===== config.mk =====
export PLATFORM = sky130hd
export DESIGN_NAME = fifo_with_keyed_removal
export DESIGN_NICKNAME = d
export VERILOG_FILES = /design/src/fkr_pkg.sv /design/src/fkr_ram.sv /design/src/fkr_engine.sv /design/src/fifo_with_keyed_removal.sv
export VERILOG_INCLUDE_DIRS = /design/src /design/src/src
export SDC_FILE = /design/constraint.sdc
export NUM_CORES = 2
export LEC_CHECK = 0
export BUFFER_PORTS_ARGS = -buffer_cell sky130_fd_sc_hd__buf_4
export CORE_UTILIZATION = 56
export DETAILED_ROUTE_END_ITERATION = 10
export PLACE_DENSITY = 0.76
export SLEW_MARGIN = 30
export SYNTH_ARGS = -nofsm -noshare
export SYNTH_HDL_FRONTEND = slang
export SYNTH_SLANG_ARGS = --single-unit

===== constraint.sdc =====
create_clock -name clock -period 10.4 [get_ports clock]
set_clock_uncertainty 0.05 [all_clocks]
set_input_delay 0.52 -clock clock [delete_from_list [all_inputs] [get_ports clock]]
set_output_delay 0.52 -clock clock [all_outputs]
set_load 0.01 [all_outputs]

===== src/assert_macros.svh =====
// Assertion macros used by the RTL of the keyed-removal queue.
`ifndef ASSERT_MACROS_SVH
`define ASSERT_MACROS_SVH

// Check a property on every rising clock edge outside reset.
`define FKR_ASSERT(label, clk, rst, prop, msg) \
   label: assert property (@(posedge clk) disable iff (rst) prop) else $error(msg);

// Check that a condition never holds on a rising clock edge outside reset.
`define FKR_NEVER(label, clk, rst, cond, msg) \
   label: assert property (@(posedge clk) disable iff (rst) !(cond)) else $error(msg);

`endif


===== src/fkr_pkg.sv =====
// Shared types and constants of the keyed-removal queue.
package fkr_pkg;

   localparam int CAPACITY_DEFAULT     = 16;
   localparam int PAYLOAD_BITS_DEFAULT = 64;

   localparam int CMD_W    = 2;
   localparam int STATUS_W = 2;
   localparam int LETTER_W = 8;
   localparam int NUMBER_W = 16;
   localparam int KEY_W    = LETTER_W + NUMBER_W;

   typedef enum logic [CMD_W-1:0] {
      CMD_PUSH   = 2'd0,
      CMD_POP    = 2'd1,
      CMD_REMOVE = 2'd2,
      CMD_CLEAR  = 2'd3
   } cmd_type;

   typedef enum logic [STATUS_W-1:0] {
      STAT_OK        = 2'd0,
      STAT_EMPTY     = 2'd1,
      STAT_NOT_FOUND = 2'd2,
      STAT_FULL      = 2'd3
   } status_type;

   typedef enum logic [2:0] {
      S_IDLE,
      S_POP,
      S_SCAN,
      S_SHIFT,
      S_RESULT
   } state_type;

   typedef struct packed {
      logic [NUMBER_W-1:0] number;
      logic [LETTER_W-1:0] letter;
   } key_type;

   typedef struct packed {
      status_type status;
      key_type    key;
   } res_type;

endpackage


===== src/fkr_ram.sv =====
// Generic single-write, single-read RAM with registered read data.
module fkr_ram #(
   parameter int WIDTH = 8,
   parameter int DEPTH = 16
) (
   input  logic                     clock,
   input  logic                     wr_en,
   input  logic [$clog2(DEPTH)-1:0] wr_addr,
   input  logic [WIDTH-1:0]         wr_data,
   input  logic                     rd_en,
   input  logic [$clog2(DEPTH)-1:0] rd_addr,
   output logic [WIDTH-1:0]         rd_data
);

   logic [WIDTH-1:0] mem [DEPTH];
   logic [WIDTH-1:0] rd_data_ff;

   always_ff @(posedge clock) begin
      if (wr_en) begin
         mem[wr_addr] <= wr_data;
      end
      if (rd_en) begin
         rd_data_ff <= mem[rd_addr];
      end
   end

   assign rd_data = rd_data_ff;

endmodule


===== src/fkr_engine.sv =====
// Command sequencer: circular record store, key scan and gap closing.
`include "assert_macros.svh"

module fkr_engine #(
   parameter int CAPACITY     = fkr_pkg::CAPACITY_DEFAULT,
   parameter int PAYLOAD_BITS = fkr_pkg::PAYLOAD_BITS_DEFAULT
) (
   input  logic                    clock,
   input  logic                    reset,
   input  logic                    req_valid,
   output logic                    req_ready,
   input  fkr_pkg::cmd_type        req_cmd,
   input  fkr_pkg::key_type        req_key,
   input  logic [PAYLOAD_BITS-1:0] req_payload,
   input  logic                    out_free,
   output logic                    res_valid,
   output fkr_pkg::res_type        res,
   output logic [PAYLOAD_BITS-1:0] res_payload
);

   localparam int PTR_W = $clog2(CAPACITY);
   localparam int CNT_W = $clog2(CAPACITY + 1);
   localparam int REC_W = fkr_pkg::KEY_W + PAYLOAD_BITS;

   fkr_pkg::state_type  state_ff, state_in;
   logic [CNT_W-1:0]    count_ff, count_in;
   logic [PTR_W-1:0]    head_ff, head_in;
   logic [CNT_W-1:0]    iss_idx_ff, iss_idx_in;
   logic [PTR_W-1:0]    iss_phys_ff, iss_phys_in;
   logic                rvalid_ff, rvalid_in;
   logic [CNT_W-1:0]    rd_log_ff, rd_log_in;
   logic [PTR_W-1:0]    rd_phys_ff, rd_phys_in;
   logic [PTR_W-1:0]    wr_phys_ff, wr_phys_in;
   fkr_pkg::key_type    key_ff, key_in;
   fkr_pkg::res_type    res_ff, res_in;
   logic [PAYLOAD_BITS-1:0] res_pay_ff, res_pay_in;

   logic                ram_we;
   logic [PTR_W-1:0]    ram_waddr;
   logic [REC_W-1:0]    ram_wdata;
   logic                ram_re;
   logic [PTR_W-1:0]    ram_raddr;
   logic [REC_W-1:0]    ram_rdata;

   logic                accept;
   logic                issue;
   logic                full;
   logic                empty;
   logic                match;
   logic [PTR_W:0]      tail_sum;
   logic [PTR_W-1:0]    tail;
   fkr_pkg::key_type    rd_key;
   logic [PAYLOAD_BITS-1:0] rd_pay;

   function automatic logic [PTR_W-1:0] inc_ptr(input logic [PTR_W-1:0] p);
      inc_ptr = (p == PTR_W'(CAPACITY - 1)) ? '0 : p + 1'b1;
   endfunction

   fkr_ram #(
      .WIDTH (REC_W),
      .DEPTH (CAPACITY)
   ) u_store (
      .clock   (clock),
      .wr_en   (ram_we),
      .wr_addr (ram_waddr),
      .wr_data (ram_wdata),
      .rd_en   (ram_re),
      .rd_addr (ram_raddr),
      .rd_data (ram_rdata)
   );

   assign accept   = req_valid && req_ready;
   assign full     = (count_ff == CNT_W'(CAPACITY));
   assign empty    = (count_ff == '0);
   assign tail_sum = (PTR_W + 1)'(head_ff) + (PTR_W + 1)'(count_ff);
   assign tail     = (tail_sum >= (PTR_W + 1)'(CAPACITY)) ?
                     PTR_W'(tail_sum - (PTR_W + 1)'(CAPACITY)) : PTR_W'(tail_sum);
   assign rd_key   = fkr_pkg::key_type'(ram_rdata[REC_W-1 -: fkr_pkg::KEY_W]);
   assign rd_pay   = ram_rdata[PAYLOAD_BITS-1:0];
   assign match    = (rd_key == key_ff);

   // Outputs: handshake and memory port controls.
   always_comb begin
      req_ready = 1'b0;
      res_valid = 1'b0;
      issue     = 1'b0;
      ram_we    = 1'b0;
      ram_waddr = tail;
      ram_wdata = {req_key, req_payload};
      ram_re    = 1'b0;
      ram_raddr = head_ff;
      unique case (state_ff)
         fkr_pkg::S_IDLE: begin
            req_ready = 1'b1;
            if (req_valid) begin
               ram_we = (req_cmd == fkr_pkg::CMD_PUSH) && !full;
               ram_re = ((req_cmd == fkr_pkg::CMD_POP) || (req_cmd == fkr_pkg::CMD_REMOVE))
                        && !empty;
            end
         end
         fkr_pkg::S_POP: begin
         end
         fkr_pkg::S_SCAN, fkr_pkg::S_SHIFT: begin
            issue     = (iss_idx_ff < count_ff);
            ram_re    = issue;
            ram_raddr = iss_phys_ff;
            if (state_ff == fkr_pkg::S_SHIFT) begin
               ram_we    = rvalid_ff;
               ram_waddr = wr_phys_ff;
               ram_wdata = ram_rdata;
            end
         end
         fkr_pkg::S_RESULT: begin
            res_valid = out_free;
         end
         default: begin
         end
      endcase
   end

   // Next state and datapath.
   always_comb begin
      state_in    = state_ff;
      count_in    = count_ff;
      head_in     = head_ff;
      iss_idx_in  = iss_idx_ff;
      iss_phys_in = iss_phys_ff;
      rvalid_in   = 1'b0;
      rd_log_in   = rd_log_ff;
      rd_phys_in  = rd_phys_ff;
      wr_phys_in  = wr_phys_ff;
      key_in      = key_ff;
      res_in      = res_ff;
      res_pay_in  = res_pay_ff;
      unique case (state_ff)
         fkr_pkg::S_IDLE: begin
            if (accept) begin
               key_in         = req_key;
               res_in.status  = fkr_pkg::STAT_OK;
               res_in.key     = '0;
               res_pay_in     = '0;
               state_in       = fkr_pkg::S_RESULT;
               unique case (req_cmd)
                  fkr_pkg::CMD_PUSH: begin
                     if (full) begin
                        res_in.status = fkr_pkg::STAT_FULL;
                     end else begin
                        count_in = count_ff + 1'b1;
                     end
                  end
                  fkr_pkg::CMD_POP: begin
                     if (empty) begin
                        res_in.status = fkr_pkg::STAT_EMPTY;
                     end else begin
                        state_in = fkr_pkg::S_POP;
                     end
                  end
                  fkr_pkg::CMD_REMOVE: begin
                     if (empty) begin
                        res_in.status = fkr_pkg::STAT_EMPTY;
                     end else begin
                        iss_idx_in  = CNT_W'(1);
                        iss_phys_in = inc_ptr(head_ff);
                        rvalid_in   = 1'b1;
                        rd_log_in   = '0;
                        rd_phys_in  = head_ff;
                        state_in    = fkr_pkg::S_SCAN;
                     end
                  end
                  fkr_pkg::CMD_CLEAR: begin
                     count_in = '0;
                     head_in  = '0;
                  end
                  default: begin
                  end
               endcase
            end
         end
         fkr_pkg::S_POP: begin
            res_in.key = rd_key;
            res_pay_in = rd_pay;
            head_in    = inc_ptr(head_ff);
            count_in   = count_ff - 1'b1;
            state_in   = fkr_pkg::S_RESULT;
         end
         fkr_pkg::S_SCAN, fkr_pkg::S_SHIFT: begin
            rvalid_in = issue;
            if (issue) begin
               iss_idx_in  = iss_idx_ff + 1'b1;
               iss_phys_in = inc_ptr(iss_phys_ff);
               rd_log_in   = iss_idx_ff;
               rd_phys_in  = iss_phys_ff;
            end
            if (state_ff == fkr_pkg::S_SCAN) begin
               if (rvalid_ff && match) begin
                  res_in.key = rd_key;
                  res_pay_in = rd_pay;
                  wr_phys_in = rd_phys_ff;
                  state_in   = fkr_pkg::S_SHIFT;
               end else if (rd_log_ff == count_ff - 1'b1) begin
                  res_in.status = fkr_pkg::STAT_NOT_FOUND;
                  state_in      = fkr_pkg::S_RESULT;
               end
            end else begin
               if (rvalid_ff) begin
                  wr_phys_in = inc_ptr(wr_phys_ff);
               end else if (!issue) begin
                  count_in = count_ff - 1'b1;
                  state_in = fkr_pkg::S_RESULT;
               end
            end
         end
         fkr_pkg::S_RESULT: begin
            if (out_free) begin
               state_in = fkr_pkg::S_IDLE;
            end
         end
         default: begin
            state_in = fkr_pkg::S_IDLE;
         end
      endcase
   end

   always_ff @(posedge clock) begin
      if (reset) begin
         state_ff  <= fkr_pkg::S_IDLE;
         count_ff  <= '0;
         head_ff   <= '0;
         rvalid_ff <= 1'b0;
      end else begin
         state_ff  <= state_in;
         count_ff  <= count_in;
         head_ff   <= head_in;
         rvalid_ff <= rvalid_in;
      end
   end

   always_ff @(posedge clock) begin
      iss_idx_ff  <= iss_idx_in;
      iss_phys_ff <= iss_phys_in;
      rd_log_ff   <= rd_log_in;
      rd_phys_ff  <= rd_phys_in;
      wr_phys_ff  <= wr_phys_in;
      key_ff      <= key_in;
      res_ff      <= res_in;
      res_pay_ff  <= res_pay_in;
   end

   assign res         = res_ff;
   assign res_payload = res_pay_ff;

   `FKR_ASSERT(a_count_bound, clock, reset, count_ff <= CNT_W'(CAPACITY), "occupancy over capacity")
   `FKR_NEVER(a_no_rw_clash, clock, reset, ram_we && ram_re && (ram_waddr == ram_raddr), "read and write hit one entry")
   `FKR_ASSERT(a_pop_shrinks, clock, reset, (state_ff == fkr_pkg::S_POP) |=> (count_ff == CNT_W'($past(count_ff) - 1'b1)), "pop did not shrink queue")
   `FKR_ASSERT(a_scan_reads, clock, reset, (state_ff == fkr_pkg::S_SCAN) |-> rvalid_ff, "scan without read data")
   `FKR_ASSERT(a_shift_nonempty, clock, reset, (state_ff == fkr_pkg::S_SHIFT) |-> (count_ff != '0), "shift on empty queue")

endmodule


===== src/fifo_with_keyed_removal.sv =====
// Top level of the ordered record queue with removal by key.
//
//  channel | direction | tdata fields, low bit up
//  req     | in        | cmd[1:0] key_letter[9:2] key_number[25:10] payload[+PAYLOAD_BITS]
//  rsp     | out       | status[1:0] out_letter[9:2] out_number[25:10] out_payload
//
// Push and clear go straight to the response; pop waits for the registered RAM read.
// Remove by key makes one RAM read per entry scanned, then one read and one
// write per entry behind the match.
// Reset empties the queue at once; no clearing pass.
// A waiting response holds in the output register while the next request runs.
module fifo_with_keyed_removal #(
   parameter int CAPACITY     = fkr_pkg::CAPACITY_DEFAULT,
   parameter int PAYLOAD_BITS = fkr_pkg::PAYLOAD_BITS_DEFAULT
) (
   input  logic clock,
   input  logic reset,
   input  logic req_tvalid,
   output logic req_tready,
   // cmd, key_letter, key_number, payload; zero pad above
   input  logic [((fkr_pkg::CMD_W + fkr_pkg::KEY_W + PAYLOAD_BITS + 7) / 8) * 8 - 1:0] req_tdata,
   output logic rsp_tvalid,
   input  logic rsp_tready,
   // status, out_letter, out_number, out_payload; zero pad above
   output logic [((fkr_pkg::STATUS_W + fkr_pkg::KEY_W + PAYLOAD_BITS + 7) / 8) * 8 - 1:0] rsp_tdata
);

   localparam int RSP_W = ((fkr_pkg::STATUS_W + fkr_pkg::KEY_W + PAYLOAD_BITS + 7) / 8) * 8;
   localparam int KEY_LO = fkr_pkg::CMD_W;
   localparam int PAY_LO = fkr_pkg::CMD_W + fkr_pkg::KEY_W;

   fkr_pkg::cmd_type        req_cmd;
   fkr_pkg::key_type        req_key;
   logic [PAYLOAD_BITS-1:0] req_payload;
   logic                    out_free;
   logic                    res_valid;
   fkr_pkg::res_type        res;
   logic [PAYLOAD_BITS-1:0] res_payload;
   logic                    rsp_valid_ff, rsp_valid_in;
   logic [RSP_W-1:0]        rsp_data_ff, rsp_data_in;

   assign req_cmd     = fkr_pkg::cmd_type'(req_tdata[fkr_pkg::CMD_W-1:0]);
   assign req_key     = fkr_pkg::key_type'(req_tdata[KEY_LO +: fkr_pkg::KEY_W]);
   assign req_payload = req_tdata[PAY_LO +: PAYLOAD_BITS];

   fkr_engine #(
      .CAPACITY     (CAPACITY),
      .PAYLOAD_BITS (PAYLOAD_BITS)
   ) u_engine (
      .clock       (clock),
      .reset       (reset),
      .req_valid   (req_tvalid),
      .req_ready   (req_tready),
      .req_cmd     (req_cmd),
      .req_key     (req_key),
      .req_payload (req_payload),
      .out_free    (out_free),
      .res_valid   (res_valid),
      .res         (res),
      .res_payload (res_payload)
   );

   assign out_free = !rsp_valid_ff || rsp_tready;

   always_comb begin
      rsp_valid_in = rsp_valid_ff && !rsp_tready;
      rsp_data_in  = rsp_data_ff;
      if (res_valid) begin
         rsp_valid_in = 1'b1;
         rsp_data_in  = RSP_W'({res_payload, res.key.number, res.key.letter, res.status});
      end
   end

   always_ff @(posedge clock) begin
      if (reset) begin
         rsp_valid_ff <= 1'b0;
      end else begin
         rsp_valid_ff <= rsp_valid_in;
      end
   end

   always_ff @(posedge clock) begin
      rsp_data_ff <= rsp_data_in;
   end

   assign rsp_tvalid = rsp_valid_ff;
   assign rsp_tdata  = rsp_data_ff;

endmodule

# Yosys cells after proc, flatten, opt, wreduce, memory -nomap -nowiden
# Memory sizes are Yosys's and may differ from the RTL's. A register that Yosys moved wholly into a read port is not among the register bits.
# Cells that the tools add are included.
[word_totals]
mem_count = 1
ramBits = 1408
ff_bits = 240
mem_bits_ro = 0
latchBits = 0
out_inout_bits = 98
[op_classes]
add_sub_neg = 8
n_shift = 0
eq_ne = 32
n_lt_le_gt_ge = 2
n_mul = 0
div_mod_pow = 0
reduce_logical = 28
n_mux = 82
bitwise = 0
[mem_list]
columns = ["name", "depth", "width", "rd", "rd_ports_with_merged_regs", "write_ports", "line", "rtl"]
rows = [
  ["u_engine.u_store.mem", 16, 88, 1, 1, 1, "fkr_ram.sv:15", "logic [WIDTH-1:0] mem [DEPTH];"],
]
[ops]
columns = ["operator", "n"]
rows = [
  ["64-bit 2-to-1 mux", 3],
  ["64-bit case mux with 3 select lines", 1],
  ["88-bit 2-to-1 mux", 2],
  ["4-bit 2-to-1 mux", 20],
  ["24-bit case mux with 3 select lines", 1],
  ["5-bit 2-to-1 mux", 13],
  ["26-bit 2-to-1 mux", 2],
  ["5-bit case mux with 2 select lines", 3],
  ["3-bit 2-to-1 mux", 9],
  ["24-bit equality test", 1],
  ["24-bit 2-to-1 mux", 1],
  ["4-bit case mux with 2 select lines", 3],
  ["5-bit case mux with 3 select lines", 1],
  ["5-bit AND reduction", 3],
  ["2-bit by 1-bit inequality test with 1-bit output (second input constant)", 7],
  ["2-bit inequality test (second input constant)", 7],
  ["1-bit 2-to-1 mux", 13],
  ["4-bit by 1-bit adder with 4-bit output (second input constant)", 3],
  ["4-bit equality test (second input constant)", 3],
  ["3-bit case mux with 4 select lines", 1],
  ["5-bit by 1-bit adder with 5-bit output (second input constant)", 2],
  ["3-bit inequality test (second input constant)", 3],
  ["2-bit case mux with 2 select lines", 2],
  ["7-bit AND reduction", 1],
  ["other kinds (29)", 47],
]

# Longest topological paths before layout
[logic_depth]
ltp_word = 7
depth_mapped = 12
depth_no_buf = 8

# Cells and area by module
# From an unflattened synthesis, not the netlist that was laid out.
[unflattened]
cells_unflattened = 2982
hier_area_um2 = 65789.3
[modules_own_cells]
columns = ["module", "seq_area_each_um2", "area_per_inst_um2", "cells_each", "n_inst"]
rows = [
  ["fkr_ram", 44923.1, 55235.5, 2256, 1],
  ["fkr_engine", 4344.2, 7756.2, 625, 1],
  ["fifo_with_keyed_removal", 2722.6, 2797.7, 101, 1],
]

# Least setup slack after synthesis
# OpenSTA, ideal clock, no wires.
[synth_timing]
path_kind = "register -> register"
start = "register u_engine.count_ff[0]"
end = "register u_engine.u_store.rd_data_ff[0], in the netlist u_engine.u_store.rd_data[0], read port of u_engine.u_store.mem, enable pin"
period_less_slack_ps = 10982
setup_time_ps = 774
n_path_buf = 1
path_slack_ps = -582
stages_incl_launch_ff = 7
arrival_ps = 10158
cell_sequence = "dfxtp_1 clkbuf_1 inv_1 ha_1 nand3_1 o21ai_0 o41ai_1"
[synth_between]
elab_chain_len = 5
word_cells_on_any_way = 6
cone_classes = "order compare (1); mux (2); reduce/logical (3)"
[synth_lines]
columns = ["element", "line", "rtl"]
rows = [
  ["start, declared", "fkr_engine.sv:26", "logic [CNT_W-1:0] count_ff, count_in;"],
  ["start signal, assigned", "fkr_engine.sv:232", "count_ff <= count_in;"],
  ["branches (longest 4 deep; another with 5-bit < comparator)", "-", ""],
  ["1-bit case mux with 2 select lines *", "fkr_engine.sv:92", "unique case (state_ff)"],
  ["named net u_engine.ram_re", "fkr_engine.sv:41", "logic ram_re;"],
  ["end, declared", "fkr_ram.sv:16", "logic [WIDTH-1:0] rd_data_ff;"],
]
# Mark *: on every way through the listed nets, which the timed path passes.
# A chain may end at the register's enable or synchronous reset.

# Worst setup path in the final report
[layout_timing]
start = "register u_engine.state_ff[2]"
end = "memory u_engine.u_store.mem[2][42] (netlist bit), enable pin"
[layout_between]
elab_chain_len = 5
word_cells_on_any_way = 10
cone_classes = "eq/ne (2); mux (6); reduce/logical (2)"
[layout_lines]
columns = ["element", "line", "rtl"]
rows = [
  ["start, declared", "fkr_engine.sv:25", "fkr_pkg::state_type state_ff, state_in;"],
  ["start signal, assigned", "fkr_engine.sv:226", "state_ff <= fkr_pkg::S_IDLE;"],
  ["start signal, assigned", "fkr_engine.sv:231", "state_ff <= state_in;"],
  ["3-bit by 2-bit equality test with 1-bit output (on tied branches)", "fkr_engine.sv:92, fkr_engine.sv:107", ""],
  ["1-bit 2-to-1 mux or 2-bit OR reduction (tied branches)", "fkr_engine.sv:107, fkr_engine.sv:92", ""],
  ["1-bit case mux with 2 select lines", "fkr_engine.sv:92", ""],
  ["1-bit 2-to-1 mux", "fkr_ram.sv:19", "if (wr_en) begin"],
  ["1-bit 2-to-1 mux (not written as such)", "fkr_ram.sv:20", "mem[wr_addr] <= wr_data;"],
  ["end, declared", "fkr_ram.sv:15", ""],
]
# Several ways; a longest one is shown, not always the timed one.

==> metrics.yaml <==
area_growth_pct: 12.4
synth.distinct_cells: 57
avgSynthCellArea_sq_um: 13.2
worstSetupPathType: "flip-flop to flip-flop"
synthArstFlopShare: 0
drc: 0
hold_violations: 0
wirelength_um: 172000
grt_pass1_vias: 42400
drt-initial-drc-count: 6031
die_height_um: 353
synth-seq-cells: 1736
place_congestion: 0.787
ys.flop_type: "edfxtp_1"
worstMarginPinSlew_ns: 1.16
coreArea_sq_um: 122000
dp_hpwl_um: 80100
dieArea_sq_um: 124000
dp_slack_ns: 5.40
p_leak_uw: 0.0267
critPathLaunchType: "flip-flop"
drive_gt1_frac: 0.0956
fin_tns_setup_ns: 0
fin_util: 0.635
grt_usage: 0.272
power_density_nw_per_um2: 254
cts_buffers: 168
antenna_left: 0
drt-vias-per-instance: 6.20
whs_ns: 0.0884
max_freq_mhz: 200
num_io_pins: 198
first_pass_iters: 8
yosys-top-cells-count: "1722 x edfxtp_1, 1528 x nand2_1, 718 x nand3_1"
peakVddDrop_v: 0.000284
yosysTopAreaCell: "edfxtp_1"
grt_pass1_wl_um: 255000
cts_sinks: 1736
port_buffers: 185
synth-edff-count: 1722
path_clk_slew_ns: 0.06
clockBufferDepth: 3
ys.warnings.count: 0
setup_viol: 0
die_w_um: 353
netlist_area_sq_um: 68900
nets: 5429
num_vias: 43900
setup_slack_ns: 5.40
fill_cells: 8446
start_util: 0.565
rsz0062_at_grt: "no"
yosysMostFrequentCell: "edfxtp_1"
avgRoutedWirePerCell_um: 24.3
finalCritPeriodShare: 0.481
rows: 128
crit_fanout: 55
clk_latency_ns: 0.81
max-slew-margin-rel: 0.227
outcome: "completed"
grt_antenna_before_repair: 0
endpoint_kind: "flip-flop"
cp_data_required_time_ns: 10.75
worstPathArrival_ns: 5.35
grt.overflow.total: 0
power_uw: 19700
regToRegSetupSlack_ns: 5.40
netlist.area_leader.share: 0.751
cts_root_buf: "clkbuf_16"
synthCells: 5209
cap_violations: 0
fin_crit_ns: 5.00
synth_area_leaders: "edfxtp_1 75%, nand2_1 8.3%, nand3_1 5.2%, a311oi_1 2.2%, a211oi_1 2.0%"
cts_tree: "yes"
post_cts_buffers: 0
h-tree-depth: 4
synth_seq_area_share: 0.755
diodes: 0
final_max_slew_viol_count: 0
grt_max_degree: 233
hold_path.class: "input pin to flip-flop"
-- layout by cell type, fill, tap and decap left out, types with 6 or more instances in the layout --
| master | synthesis | final |
|---|---|---|
| a211oi_1 | 180 | 180 |
| a21o_1 | 6 | 6 |
| a21oi_1 | 21 | 19 |
| a311oi_1 | 176 | 176 |
| a31oi_1 | 94 | 94 |
| and2_1 | 94 | 94 |
| buf_12 | 0 | 11 |
| buf_4 | 7 | 239 |
| buf_6 | 1 | 6 |
| bufinv_16 | 0 | 11 |
| clkbuf_1 | 193 | 43 |
| clkbuf_16 | 0 | 168 |
| clkinv_1 | 0 | 43 |
| clkinv_2 | 0 | 19 |
| clkinvlp_4 | 0 | 6 |
| conb_1 | 1 | 6 |
| dfxtp_1 | 14 | 13 |
| dlygate4sd3_1 | 0 | 25 |
| edfxtp_1 | 1722 | 1722 |
| ha_1 | 18 | 18 |
| inv_1 | 101 | 101 |
| nand2_1 | 1528 | 1528 |
| nand3_1 | 718 | 718 |
| nor2_1 | 45 | 27 |
| nor2_4 | 0 | 18 |
| nor3_1 | 8 | 7 |
| nor3b_1 | 6 | 6 |
| o21ai_0 | 21 | 21 |
| xnor2_1 | 17 | 17 |
| xor2_1 | 23 | 23 |
-- cell families (layout without fill, tap and decap cells) --
group,after synthesis,count (layout),share of synthesized area
flops,1736,1736,0.755
xor+xnor,40,40,0.00509
simple gates,2423,2423,0.150
fa+ha+maj,19,19,0.00356
other cells,1,6,0.0000544
buf+inv,463,697,0.0282
mux,7,7,0.00111
compound gates,520,520,0.0571
-- path summary, 6_finish.rpt --
kind	endpoint	depth (start not counted)	startpoint
max reg2reg	u_engine.u_store.mem[2][42]	6	u_engine.state_ff[2]
max	u_engine.u_store.mem[2][42]	6	u_engine.state_ff[2]
min	rsp_tvalid	4	rsp_tready
min reg2reg	rsp_tdata[78]	0	u_engine.res_payload[52]
-- metal layers --
layer / track usage / share of wire / up-vias
met5: 0 / 0 / -
met4: 0.0975 / 0.031 / 0
met3: 0.0457 / 0.10 / 364
met2: 0.448 / 0.49 / 2637
met1: 0.367 / 0.38 / 21600
li1: - / - / 19300
-- stage by stage --
step	cell area, sq um	instances
global route	77400	7073
CTS	77300	7069
detailed placement	71700	6736
global placement	71700	6736
finish	77400	7073
floorplan	68900	5214
-- timing repair --
action | CTS | global route
resized for setup | 0 | 0
hold endpoints to repair | 36 | 0
hold buffers | 25 | 0
-- registers in the layout, indices dropped and copies added, names as in the netlist --
name                      flops
rsp_tdata                    90
rsp_tvalid                    1
u_engine.count_ff             5
u_engine.head_ff              4
u_engine.iss_idx_ff           5
u_engine.iss_phys_ff          4
u_engine.key_ff              24
u_engine.rd_log_ff            5
u_engine.rd_phys_ff           4
u_engine.res                 26
u_engine.res_payload         64
u_engine.rvalid_ff            1
u_engine.state_ff             3
u_engine.u_store.mem       1408
u_engine.u_store.rd_data     88
u_engine.wr_phys_ff           4
-- power by group --
group | leakage [uW] | internal (uW) | switching, uW
clock | 0.00256 | 3290 | 2610
combinational | 0.00834 | 1330 | 3300
sequential | 0.0158 | 8760 | 359
total | 0.0267 | 13400 | 6280
-- cell type report --
| cell class | count | area [sq um] | area share |
|---|---|---|---|
| flip-flops and latches | 1736 | 52000 | 0.672 |
| multi-input cells | 3015 | 15200 | 0.196 |
| clock buffers | 213 | 4390 | 0.0567 |
| well taps | 1625 | 2030 | 0.0263 |
| inverters | 104 | 410 | 0.00530 |
| clock inverters | 95 | 937 | 0.0121 |
| repair buffers | 285 | 2440 | 0.0316 |
-- worst max-delay path: stages (launching register included) --
cell and delay, ns:
dfxtp_1 0.88, or2_4 0.83, mux2i_1 0.33, nand2_1 0.27, nor2_4 0.55, buf_4 0.72
buf_4 0.88
Note: power is estimated with default switching activity, not from simulation.
